<file path="src/hw/rtl/mstc_pkg.sv">
`timescale 1ns / 1ps
`default_nettype none
package mstc_pkg;

    localparam int MAX_VERTICES = 64;
    localparam int MAX_EDGES    = 256;
    localparam int WEIGHT_BITS  = 16;

    localparam int VID_BITS   = 6;
    localparam int CFG_BITS   = 7;
    localparam int NV_BITS    = $clog2(MAX_VERTICES + 1);
    localparam int VA_BITS    = $clog2(MAX_VERTICES);
    localparam int EA_BITS    = $clog2(MAX_EDGES);
    localparam int CNT_BITS   = $clog2(MAX_EDGES + 1);
    localparam int RANK_BITS  = 3;
    localparam int RANK_MAX   = 7;
    localparam int COST_BITS  = 24;
    localparam int COUNT_BITS = 6;
    localparam int ACC_BITS   = WEIGHT_BITS + NV_BITS + 2;

    localparam logic signed [ACC_BITS-1:0] COST_HI = ACC_BITS'((2 ** (COST_BITS - 1)) - 1);
    localparam logic signed [ACC_BITS-1:0] COST_LO = ACC_BITS'(-(2 ** (COST_BITS - 1)));
    localparam logic [NV_BITS-1:0] COUNT_MAX = NV_BITS'((2 ** COUNT_BITS) - 1);

    typedef struct packed {
        logic [VID_BITS-1:0]           a;
        logic [VID_BITS-1:0]           b;
        logic signed [WEIGHT_BITS-1:0] w;
    } edge_t;

    typedef struct packed {
        logic [RANK_BITS-1:0] rank;
        logic [VID_BITS-1:0]  parent;
    } uf_word_t;

    typedef struct packed {
        logic                start;
        logic                clr;
        logic [VID_BITS-1:0] a;
        logic [VID_BITS-1:0] b;
    } uf_req_t;

    typedef struct packed {
        logic done;
        logic joined;
    } uf_rsp_t;

endpackage
`default_nettype wire

</file>
<file path="src/hw/rtl/mstc_union_find.sv">
`timescale 1ns / 1ps
`default_nettype none
module mstc_union_find
    import mstc_pkg::*;
(
    input  wire logic    clk,
    input  wire logic    rst_n,
    input  wire uf_req_t req,
    output uf_rsp_t      rsp
);

    typedef enum logic [6:0] {
        U_IDLE  = 7'b0000001,
        U_FREAD = 7'b0000010,
        U_FCHK  = 7'b0000100,
        U_CCHK  = 7'b0001000,
        U_FEND  = 7'b0010000,
        U_JOIN  = 7'b0100000,
        U_JOIN2 = 7'b1000000
    } uf_state_t;

    uf_word_t mem [MAX_VERTICES];

    uf_state_t               st_reg, st_next;
    logic [MAX_VERTICES-1:0] valid_reg;
    logic [VID_BITS-1:0]     b_reg, b_next;
    logic [VID_BITS-1:0]     r_reg, r_next;
    logic [VID_BITS-1:0]     x_reg, x_next;
    logic                    phase_reg, phase_next;
    logic [VID_BITS-1:0]     ra_reg, ra_next;
    logic [VID_BITS-1:0]     rb_reg, rb_next;
    logic [RANK_BITS-1:0]    rk_reg, rk_next;
    logic [RANK_BITS-1:0]    rka_reg, rka_next;
    logic [RANK_BITS-1:0]    rkb_reg, rkb_next;

    logic [VID_BITS-1:0]     raddr;
    logic [VID_BITS-1:0]     raddr_q;
    logic                    vld_q;
    uf_word_t                rdata_q;
    uf_word_t                word;
    logic                    we;
    logic [VID_BITS-1:0]     waddr;
    uf_word_t                wdata;

    // An entry never written since the last clear is its own root with rank zero.
    always_comb
    begin
        if (vld_q)
        begin
            word = rdata_q;
        end
        else
        begin
            word.rank   = '0;
            word.parent = raddr_q;
        end
    end

    always_comb
    begin
        st_next    = st_reg;
        b_next     = b_reg;
        r_next     = r_reg;
        x_next     = x_reg;
        phase_next = phase_reg;
        ra_next    = ra_reg;
        rb_next    = rb_reg;
        rk_next    = rk_reg;
        rka_next   = rka_reg;
        rkb_next   = rkb_reg;
        raddr      = r_reg;
        we         = 1'b0;
        waddr      = x_reg;
        wdata      = '0;
        rsp.done   = 1'b0;
        rsp.joined = 1'b0;
        unique case (st_reg)
            U_IDLE:
            begin
                if (req.start)
                begin
                    b_next     = req.b;
                    r_next     = req.a;
                    x_next     = req.a;
                    phase_next = 1'b0;
                    st_next    = U_FREAD;
                end
            end
            U_FREAD:
            begin
                raddr   = r_reg;
                st_next = U_FCHK;
            end
            U_FCHK:
            begin
                if (word.parent == r_reg)
                begin
                    rk_next = word.rank;
                    if (x_reg == r_reg)
                    begin
                        st_next = U_FEND;
                    end
                    else
                    begin
                        raddr   = x_reg;
                        st_next = U_CCHK;
                    end
                end
                else
                begin
                    r_next = word.parent;
                    raddr  = word.parent;
                end
            end
            U_CCHK:
            begin
                // Path compression: point this node straight at the root.
                we           = 1'b1;
                waddr        = x_reg;
                wdata.rank   = word.rank;
                wdata.parent = r_reg;
                x_next       = word.parent;
                if (word.parent == r_reg)
                begin
                    st_next = U_FEND;
                end
                else
                begin
                    raddr = word.parent;
                end
            end
            U_FEND:
            begin
                if (!phase_reg)
                begin
                    ra_next    = r_reg;
                    rka_next   = rk_reg;
                    phase_next = 1'b1;
                    r_next     = b_reg;
                    x_next     = b_reg;
                    st_next    = U_FREAD;
                end
                else
                begin
                    rb_next  = r_reg;
                    rkb_next = rk_reg;
                    if (ra_reg == r_reg)
                    begin
                        rsp.done = 1'b1;
                        st_next  = U_IDLE;
                    end
                    else
                    begin
                        st_next = U_JOIN;
                    end
                end
            end
            U_JOIN:
            begin
                we = 1'b1;
                if (rka_reg < rkb_reg)
                begin
                    waddr        = ra_reg;
                    wdata.rank   = rka_reg;
                    wdata.parent = rb_reg;
                    rsp.done     = 1'b1;
                    rsp.joined   = 1'b1;
                    st_next      = U_IDLE;
                end
                else
                begin
                    waddr        = rb_reg;
                    wdata.rank   = rkb_reg;
                    wdata.parent = ra_reg;
                    if (rka_reg > rkb_reg)
                    begin
                        rsp.done   = 1'b1;
                        rsp.joined = 1'b1;
                        st_next    = U_IDLE;
                    end
                    else
                    begin
                        st_next = U_JOIN2;
                    end
                end
            end
            U_JOIN2:
            begin
                we           = 1'b1;
                waddr        = ra_reg;
                wdata.parent = ra_reg;
                if (rka_reg == RANK_BITS'(RANK_MAX))
                begin
                    wdata.rank = rka_reg;
                end
                else
                begin
                    wdata.rank = rka_reg + RANK_BITS'(1);
                end
                rsp.done   = 1'b1;
                rsp.joined = 1'b1;
                st_next    = U_IDLE;
            end
            default:
            begin
                st_next = U_IDLE;
            end
        endcase
    end

    always_ff @(posedge clk)
    begin
        if (we)
        begin
            mem[waddr[VA_BITS-1:0]] <= wdata;
        end
        rdata_q <= mem[raddr[VA_BITS-1:0]];
        raddr_q <= raddr;
    end

    always_ff @(posedge clk or negedge rst_n)
    begin
        if (!rst_n)
        begin
            st_reg    <= U_IDLE;
            valid_reg <= '0;
            vld_q     <= 1'b0;
        end
        else
        begin
            st_reg <= st_next;
            vld_q  <= valid_reg[raddr[VA_BITS-1:0]];
            if (req.clr)
            begin
                valid_reg <= '0;
            end
            else if (we)
            begin
                valid_reg[waddr[VA_BITS-1:0]] <= 1'b1;
            end
        end
    end

    always_ff @(posedge clk)
    begin
        b_reg     <= b_next;
        r_reg     <= r_next;
        x_reg     <= x_next;
        phase_reg <= phase_next;
        ra_reg    <= ra_next;
        rb_reg    <= rb_next;
        rk_reg    <= rk_next;
        rka_reg   <= rka_next;
        rkb_reg   <= rkb_next;
    end

endmodule
`default_nettype wire
</file>
<file path="config.mk">
export PLATFORM = sky130hd
export DESIGN_NAME = mstc_union_find
export DESIGN_NICKNAME = d
export VERILOG_FILES = /design/src/hw/rtl/mstc_pkg.sv /design/src/hw/rtl/mstc_union_find.sv
export SDC_FILE = /design/constraint.sdc
export NUM_CORES = 1
export LEC_CHECK = 0
export BUFFER_PORTS_ARGS = -buffer_cell sky130_fd_sc_hd__buf_2
export CORE_ASPECT_RATIO = 1.4
export CORE_MARGIN = 4
export CORE_UTILIZATION = 54
export DETAILED_ROUTE_END_ITERATION = 16
export HOLD_SLACK_MARGIN = 0.15
export PLACE_DENSITY = 0.72
export SETUP_SLACK_MARGIN = 0.02
export SYNTH_ARGS = -nofsm -noshare
export SYNTH_HDL_FRONTEND = slang
export SYNTH_SLANG_ARGS = --single-unit
</file>
<file path="constraint.sdc">
create_clock -name clk -period 4.1 [get_ports clk]
set_input_delay 0 -clock clk [delete_from_list [all_inputs] [get_ports clk]]
set_output_delay 0 -clock clk [all_outputs]
set_load 0.01 [all_outputs]
</file>
## Word level (Yosys, flattened, before mapping)

Memories as Yosys holds them, arrays and structs flattened. A register that Yosys moved wholly into a read port is not among the register bits.
Index checks and enable logic that the tools add are counted.

| word-level totals | value |
|---|---|
| flip-flop bits (word level) | 118 |
| RAM bits | 576 |
| input bits | 16 |
| output and inout bits | 2 |
| memories | 1 |

| cells by class | value |
|---|---|
| $add $sub $neg | 1 |
| order comparisons | 5 |
| equal/unequal tests | 15 |
| mux-type cells | 40 |
| bitwise gates (word level) | 2 |
| reductions and logical operators | 14 |

Memory list:

| name | depth | bits a word | read ports | clocked after memory_dff | write ports | line | text |
|---|---|---|---|---|---|---|---|
| mem | 64 | 9 | 1 | 1 | 1 | mstc_union_find.sv:22 | `uf_word_t mem [MAX_VERTICES];` |

Operators by type and width:

| kind | count |
|---|---|
| 2-to-1 mux 64 bit | 2 |
| OR 64 bit | 1 |
| 2-to-1 mux 6 bit | 7 |
| 2-to-1 mux 7 bit | 6 |
| case mux 7 bit (6 select lines) | 1 |
| case mux 6 bit (3 select lines) | 2 |
| case mux 9 bit (3 select lines) | 1 |
| case mux 6 bit (2 select lines) | 2 |
| equality test 6 bit | 3 |
| 2-to-1 mux 9 bit | 2 |
| < comparator 6 x 7 -> 1 bit (second input constant) | 2 |
| AND reduction 2 bit | 5 |
| AND reduction 3 bit | 3 |
| 2-to-1 mux 1 bit | 8 |
| inequality test 2 bit (second input constant) | 4 |
| equality test 7 x 1 -> 1 bit (second input constant) | 1 |
| equality test 7 x 2 -> 1 bit (second input constant) | 1 |
| equality test 7 x 3 -> 1 bit (second input constant) | 1 |
| equality test 7 x 4 -> 1 bit (second input constant) | 1 |
| equality test 7 x 5 -> 1 bit (second input constant) | 1 |
| equality test 7 x 6 -> 1 bit (second input constant) | 1 |
| equality test 7 bit (second input constant) | 1 |
| binary-select mux 1 bit (select 6 bit) | 1 |
| demux 1 bit (select 6 bit) | 1 |
| other kinds (15) | 19 |

## Longest topological paths before layout

| logic depth | value |
|---|---|
| word-level depth | 10 |
| depth in mapped cells | 16 |
| depth with buffers taken out | 13 |

## Worst setup path after synthesis

OpenSTA, ideal clock, no wires.

| timing path | value |
|---|---|
| kind | flip-flop to flip-flop |
| start point | register rka_reg[1] |
| end point | memory mem[0][6] in the netlist's numbering (data pin) |
| setup time | 0.701 ns |
| arrival | 3.862 ns |
| data required time | 3.399 ns |
| setup slack | -0.463 ns |
| stages on the path, launching flop included | 9 |
| cell sequence | edfxtp_1 -> ha_1 -> nor2b_1 -> o21ai_0 -> nand2b_1 -> clkbuf_1 -> nor2_1 -> a21oi_1 -> o21ai_0 |

RTL lines:

| element | line | text |
|---|---|---|
| start, declared | mstc_union_find.sv:33 | `logic [RANK_BITS-1:0] rka_reg, rka_next;` |
| start signal, assigned | mstc_union_find.sv:253 | `rka_reg <= rka_next;` |
| end, declared | mstc_union_find.sv:22 |  |

## Final worst setup path

| timing path | value |
|---|---|
| start point | register st_reg[1] |
| end point | register rdata_q[5] (netlist name) |

| on the way | value |
|---|---|
| longest elaborated chain between the ends | 2 |
| elaborated cells on any way between the ends | 3 |

RTL lines:

| element | line | text |
|---|---|---|
| start, declared | mstc_union_find.sv:24 | `uf_state_t st_reg, st_next;` |
| start signal, assigned | mstc_union_find.sv:231 | `st_reg <= st_next;` |
| equality test 7 x 4 -> 1 bit / equality test 7 x 3 -> 1 bit (equally long branches) | mstc_union_find.sv:77 | `unique case (st_reg)` |
| case mux 6 bit (2 select lines) (*) | mstc_union_find.sv:77 |  |

Every way passes the cells marked *; elsewhere a longest branch is shown, timed or not.
A chain may end at the register's enable or synchronous reset.

==> qor.csv <==
stage;metric;value;unit
route;via count;19236;
setup_path;Req. time, crit path;4.61;ns
setup_path;CP max-delay cell;o221ai_1;
setup_path;Crit Reg-Reg Endpoint;rdata_q[5];
floorplan;Initial Util;54.7;%
synthesis;Synth Area per Inst;13.1;µm²
synthesis;Post-Synth Adder-Cell Area;0.172;%
min_path;HP Start;req[13];
layout;layout cell share with drive strength beyond 1;14.8;%
layout;fillers;3921;
synthesis;Synthesis Warnings;0;
route;WL/cell;24.9;µm
flow_run;max cap viols;0;
setup_path;CP dominant cell by count;buf_12;
min_path;Hold Crit Class;primary input to register;
setup_path;Setup crit start kind;register;
floorplan;die height;283;µm
timing;clk_skew;0.0229;ns
clock_tree;htree depth;2;
setup_path;crit path kind;register to register;
layout;max reg flops;576;
placement;port bufs;17;
setup_path;Reg2Reg Depth;13;
placement;Post-DP HPWL;47800;µm
synthesis;Synth Area in Compound Gates;10.9;%
floorplan;I/O pin count;18;
floorplan;DIE WIDTH;204;µm
setup_path;Worst path max stage delay;0.49;ns
clock_tree;CTS clock-pin slew for the worst setup and hold paths;0.07;ns
pwr;leakage power;13.1;nW
pwr;VDD IR max;0.000440;V
synthesis;Yosys top cell area share;63.5;%
timing;Slew @ Worst Pin;0.930;ns
min_path;hold endpoint;st_reg[1];
floorplan;Core Area;53300;µm²
synthesis;Mapped Area;29100;µm²
synthesis;Netlist cell types;77;
clock_tree;Max clock buf depth;3;
synthesis;Synth Instances;2226;
pwr;power per cell area;661;nW/µm²
synthesis;post-synth top area cell;edfxtp_1;
setup_path;crit path DAT;4.49;ns
synthesis;FFs w/ async S/R, synth;10.2;%
timing;Max Transition Viols Final;0;
setup_path;worst-path cell chain;or3_1, nor3_4, o21ai_0, a32o_2, nor2_8, inv_8, buf_12, buf_12, a211oi_1, a31oi_1, o221ai_1, or4_1, o41ai_1;
timing;slew margin rel.;37.8;%
synthesis;mux cell area share after synthesis;1.68;%
clock_tree;TritonCTS clock tree;yes;
placement;Final GP Congestion;0.932;
setup_path;reg-to-reg critical path startpoint;st_reg[1];
route;initial DRC count;1977;
synthesis;simple-gate share of the synthesized area;13.0;%
grt;Global Route Usage Sum;26.4;%
grt;vias in the first global route;19074;
floorplan;Die ar.;57800;µm²
timing;Final period util;97.2;%
layout;nets@finish;2367;
timing;Final Hold Fails;0;
clock_tree;clk sinks;703;
min_path;Hold Path Cell Cnt;4;
route;Total Wirelength;77400;µm
grt;first-pass GRT wire length;116000;µm
synthesis;Synth Area in XOR/XNOR;0.601;%
timing;Fin Setup TNS;0;ns
timing;Max Clk Rate;251;MHz
grt;initial antenna violation count;0;
layout;diode count;0;
synthesis;share of the yosys chip area belonging to registers;70.7;%
synthesis;largest family of logic cells by synthesized area;simple AND/OR/NAND/NOR gates;
grt;Overflow after GRT;0;
route;First-pass DRT Iterations;6;
synthesis;Post-synth top flop;edfxtp_1;
clock_tree;CTS root buf;clkbuf_16;
route;ANT nets after route;0;
route;drc violations;0;
synthesis;Mapped Nets;2246;
clock_tree;Worst-Skew Late Latency;0.63;ns
synthesis;Synth area leaders;edfxtp_1, dfrtp_1, nand2_1;
timing;RSZ-0062 raised after global routing;no;
layout;Syn-to-layout area delta;14.3;%
pwr;Total Power;0.0220;W
timing;Final Setup Violations;0;
route;routed vias/inst;6.18;
setup_path;Worst setup EP type;register;
setup_path;internal reg-to-reg setup slack;0.12;ns
grt;largest net degree at the start of global routing;80;
setup_path;Max Fanout on Critical Path;29;
synthesis;EDFF count, synth;616;
floorplan;floorplan row count;100;
clock_tree;clock buffer count from CTS;61;
synthesis;#FFs+latches synth;703;
timing;minimum clock period after layout;3.98;ns
outcome;status;completed;
-- routing by layer --
metal  wire, µm  track usage, %
met1      29500            34.8
met2      38700            44.8
met3       5030            2.97
met4       4170            12.0
met5          0               0
-- Yosys cell counts (6+ instances only) --
master     instances
buf_6             11
buf_4             19
and3_1           161
xor2_1            11
clkbuf_1          72
a21oi_1           28
o21ba_2           14
nor3_1             7
a31o_2            11
and2_1             8
nand3_1           24
dfrtp_1           71
a211oi_1         126
xnor2_1            9
dfxtp_1           15
a2bb2oi_1          8
o41ai_1            8
inv_1             14
or4_1              9
o211ai_1           7
o21ai_0           37
nor2_1           192
mux2i_1           28
o22ai_1           27
o221ai_1           8
mux2_2             9
a311oi_1          17
buf_2             43
a221o_1            6
nor2b_1            6
a22oi_1            7
a31oi_1           94
edfxtp_1         616
a222oi_1           6
nand2_1          416
-- layout make-up --
cell class,count,area (µm²),share of cell area [%]
clock buffers,79,1660,4.97
clock inverters,35,359,1.08
inverters,17,71.3,0.214
multi-input cells,1354,7780,23.3
flip-flops and latches,703,20600,61.9
well taps,714,893,2.68
repair buffers,210,1950,5.85
-- cell families (layout without fill, tap and decap cells) --
| kind of cell | count (synthesis) | after routing |
|---|---|---|
| flip-flops | 703 | 703 |
| adder cells (fa/ha/maj) | 4 | 4 |
| multiplexers | 43 | 43 |
| buffers and inverters | 169 | 341 |
| XOR/XNOR | 20 | 20 |
| AND/OR/NAND/NOR | 845 | 845 |
| AO/OA/AOI/OAI | 442 | 442 |
-- power by group --
part           total (W)  switching (W)  internal (W)
combinational    0.00806        0.00537       0.00269
clock            0.00582        0.00254       0.00328
sequential       0.00812       0.000181       0.00794
total             0.0220        0.00810        0.0139
-- cell usage in the layout (no fill, tap or decap), types with 7 or more instances in the layout --
| cell | synthesis | routed |
|---|---|---|
| edfxtp_1 | 616 | 616 |
| nand2_1 | 416 | 416 |
| nor2_1 | 192 | 192 |
| and3_1 | 161 | 161 |
| buf_4 | 19 | 143 |
| a211oi_1 | 126 | 126 |
| a31oi_1 | 94 | 94 |
| dfrtp_1 | 71 | 70 |
| clkbuf_16 | 0 | 63 |
| o21ai_0 | 37 | 35 |
| mux2i_1 | 28 | 28 |
| a21oi_1 | 28 | 28 |
| o22ai_1 | 27 | 26 |
| nand3_1 | 24 | 24 |
| dlygate4sd3_1 | 0 | 22 |
| buf_12 | 0 | 22 |
| a311oi_1 | 17 | 16 |
| clkinv_2 | 0 | 16 |
| buf_2 | 43 | 16 |
| dfxtp_1 | 15 | 15 |
| o21ba_2 | 14 | 14 |
| clkbuf_1 | 72 | 13 |
| xor2_1 | 11 | 11 |
| a31o_2 | 11 | 11 |
| xnor2_1 | 9 | 9 |
| mux2_2 | 9 | 9 |
| inv_1 | 14 | 8 |
| and2_1 | 8 | 8 |
| inv_2 | 2 | 8 |
| or4_1 | 9 | 8 |
| a2bb2oi_1 | 8 | 8 |
| o41ai_1 | 8 | 8 |
| clkinv_1 | 0 | 8 |
| o211ai_1 | 7 | 7 |
| a22oi_1 | 7 | 7 |
| nor3_1 | 7 | 7 |
| bufinv_16 | 0 | 7 |
-- critical path: cells and delay by family (launching register included) --
kind                   cells  cell delay, ns
AND/OR/NAND/NOR            4            1.19
AO/OA/AOI/OAI              6            1.63
flip-flops                 1            0.44
buffers and inverters      3            0.51
-- timing repair --
action / 4_1_cts / 5_1_grt
setup endpoints to repair: 0 / 10
buffers inserted: 0 / 3
resized for setup: 0 / 11
hold buffers: 23 / 0
hold endpoints to repair: 161 / 0
-- per-stage QoR --
step	cells	setup WS, ns	hold WS [ns]	area [µm²]	utilization [%]
2_1_floorplan	2226	0.635	-0.296	29100	-
3_3_place_gp	2971	0.112	0.177	30900	58.0
3_5_place_dp	2971	0.0350	0.179	30900	58.0
4_1_cts	3108	0.0361	0.180	33200	62.3
5_1_grt	3112	0.0259	0.225	33300	62.5
6_report	3112	0.116	0.213	33300	62.5
-- how the worst max path moves through the flow --
stage	startpoint	to	cells past startpoint	slack, ns
finish	st_reg[1]	rdata_q[5]	13	0.12
global route	rka_reg[1]	mem[42][0]	11	0.03
CTS	vld_q	rdata_q[8]	13	0.04
detailed placement	vld_q	rdata_q[8]	13	0.03
global placement	vld_q	rdata_q[8]	13	0.11
floorplan	rka_reg[1]	mem[0][6]	8	0.64
(Power assumes the default switching activity.)
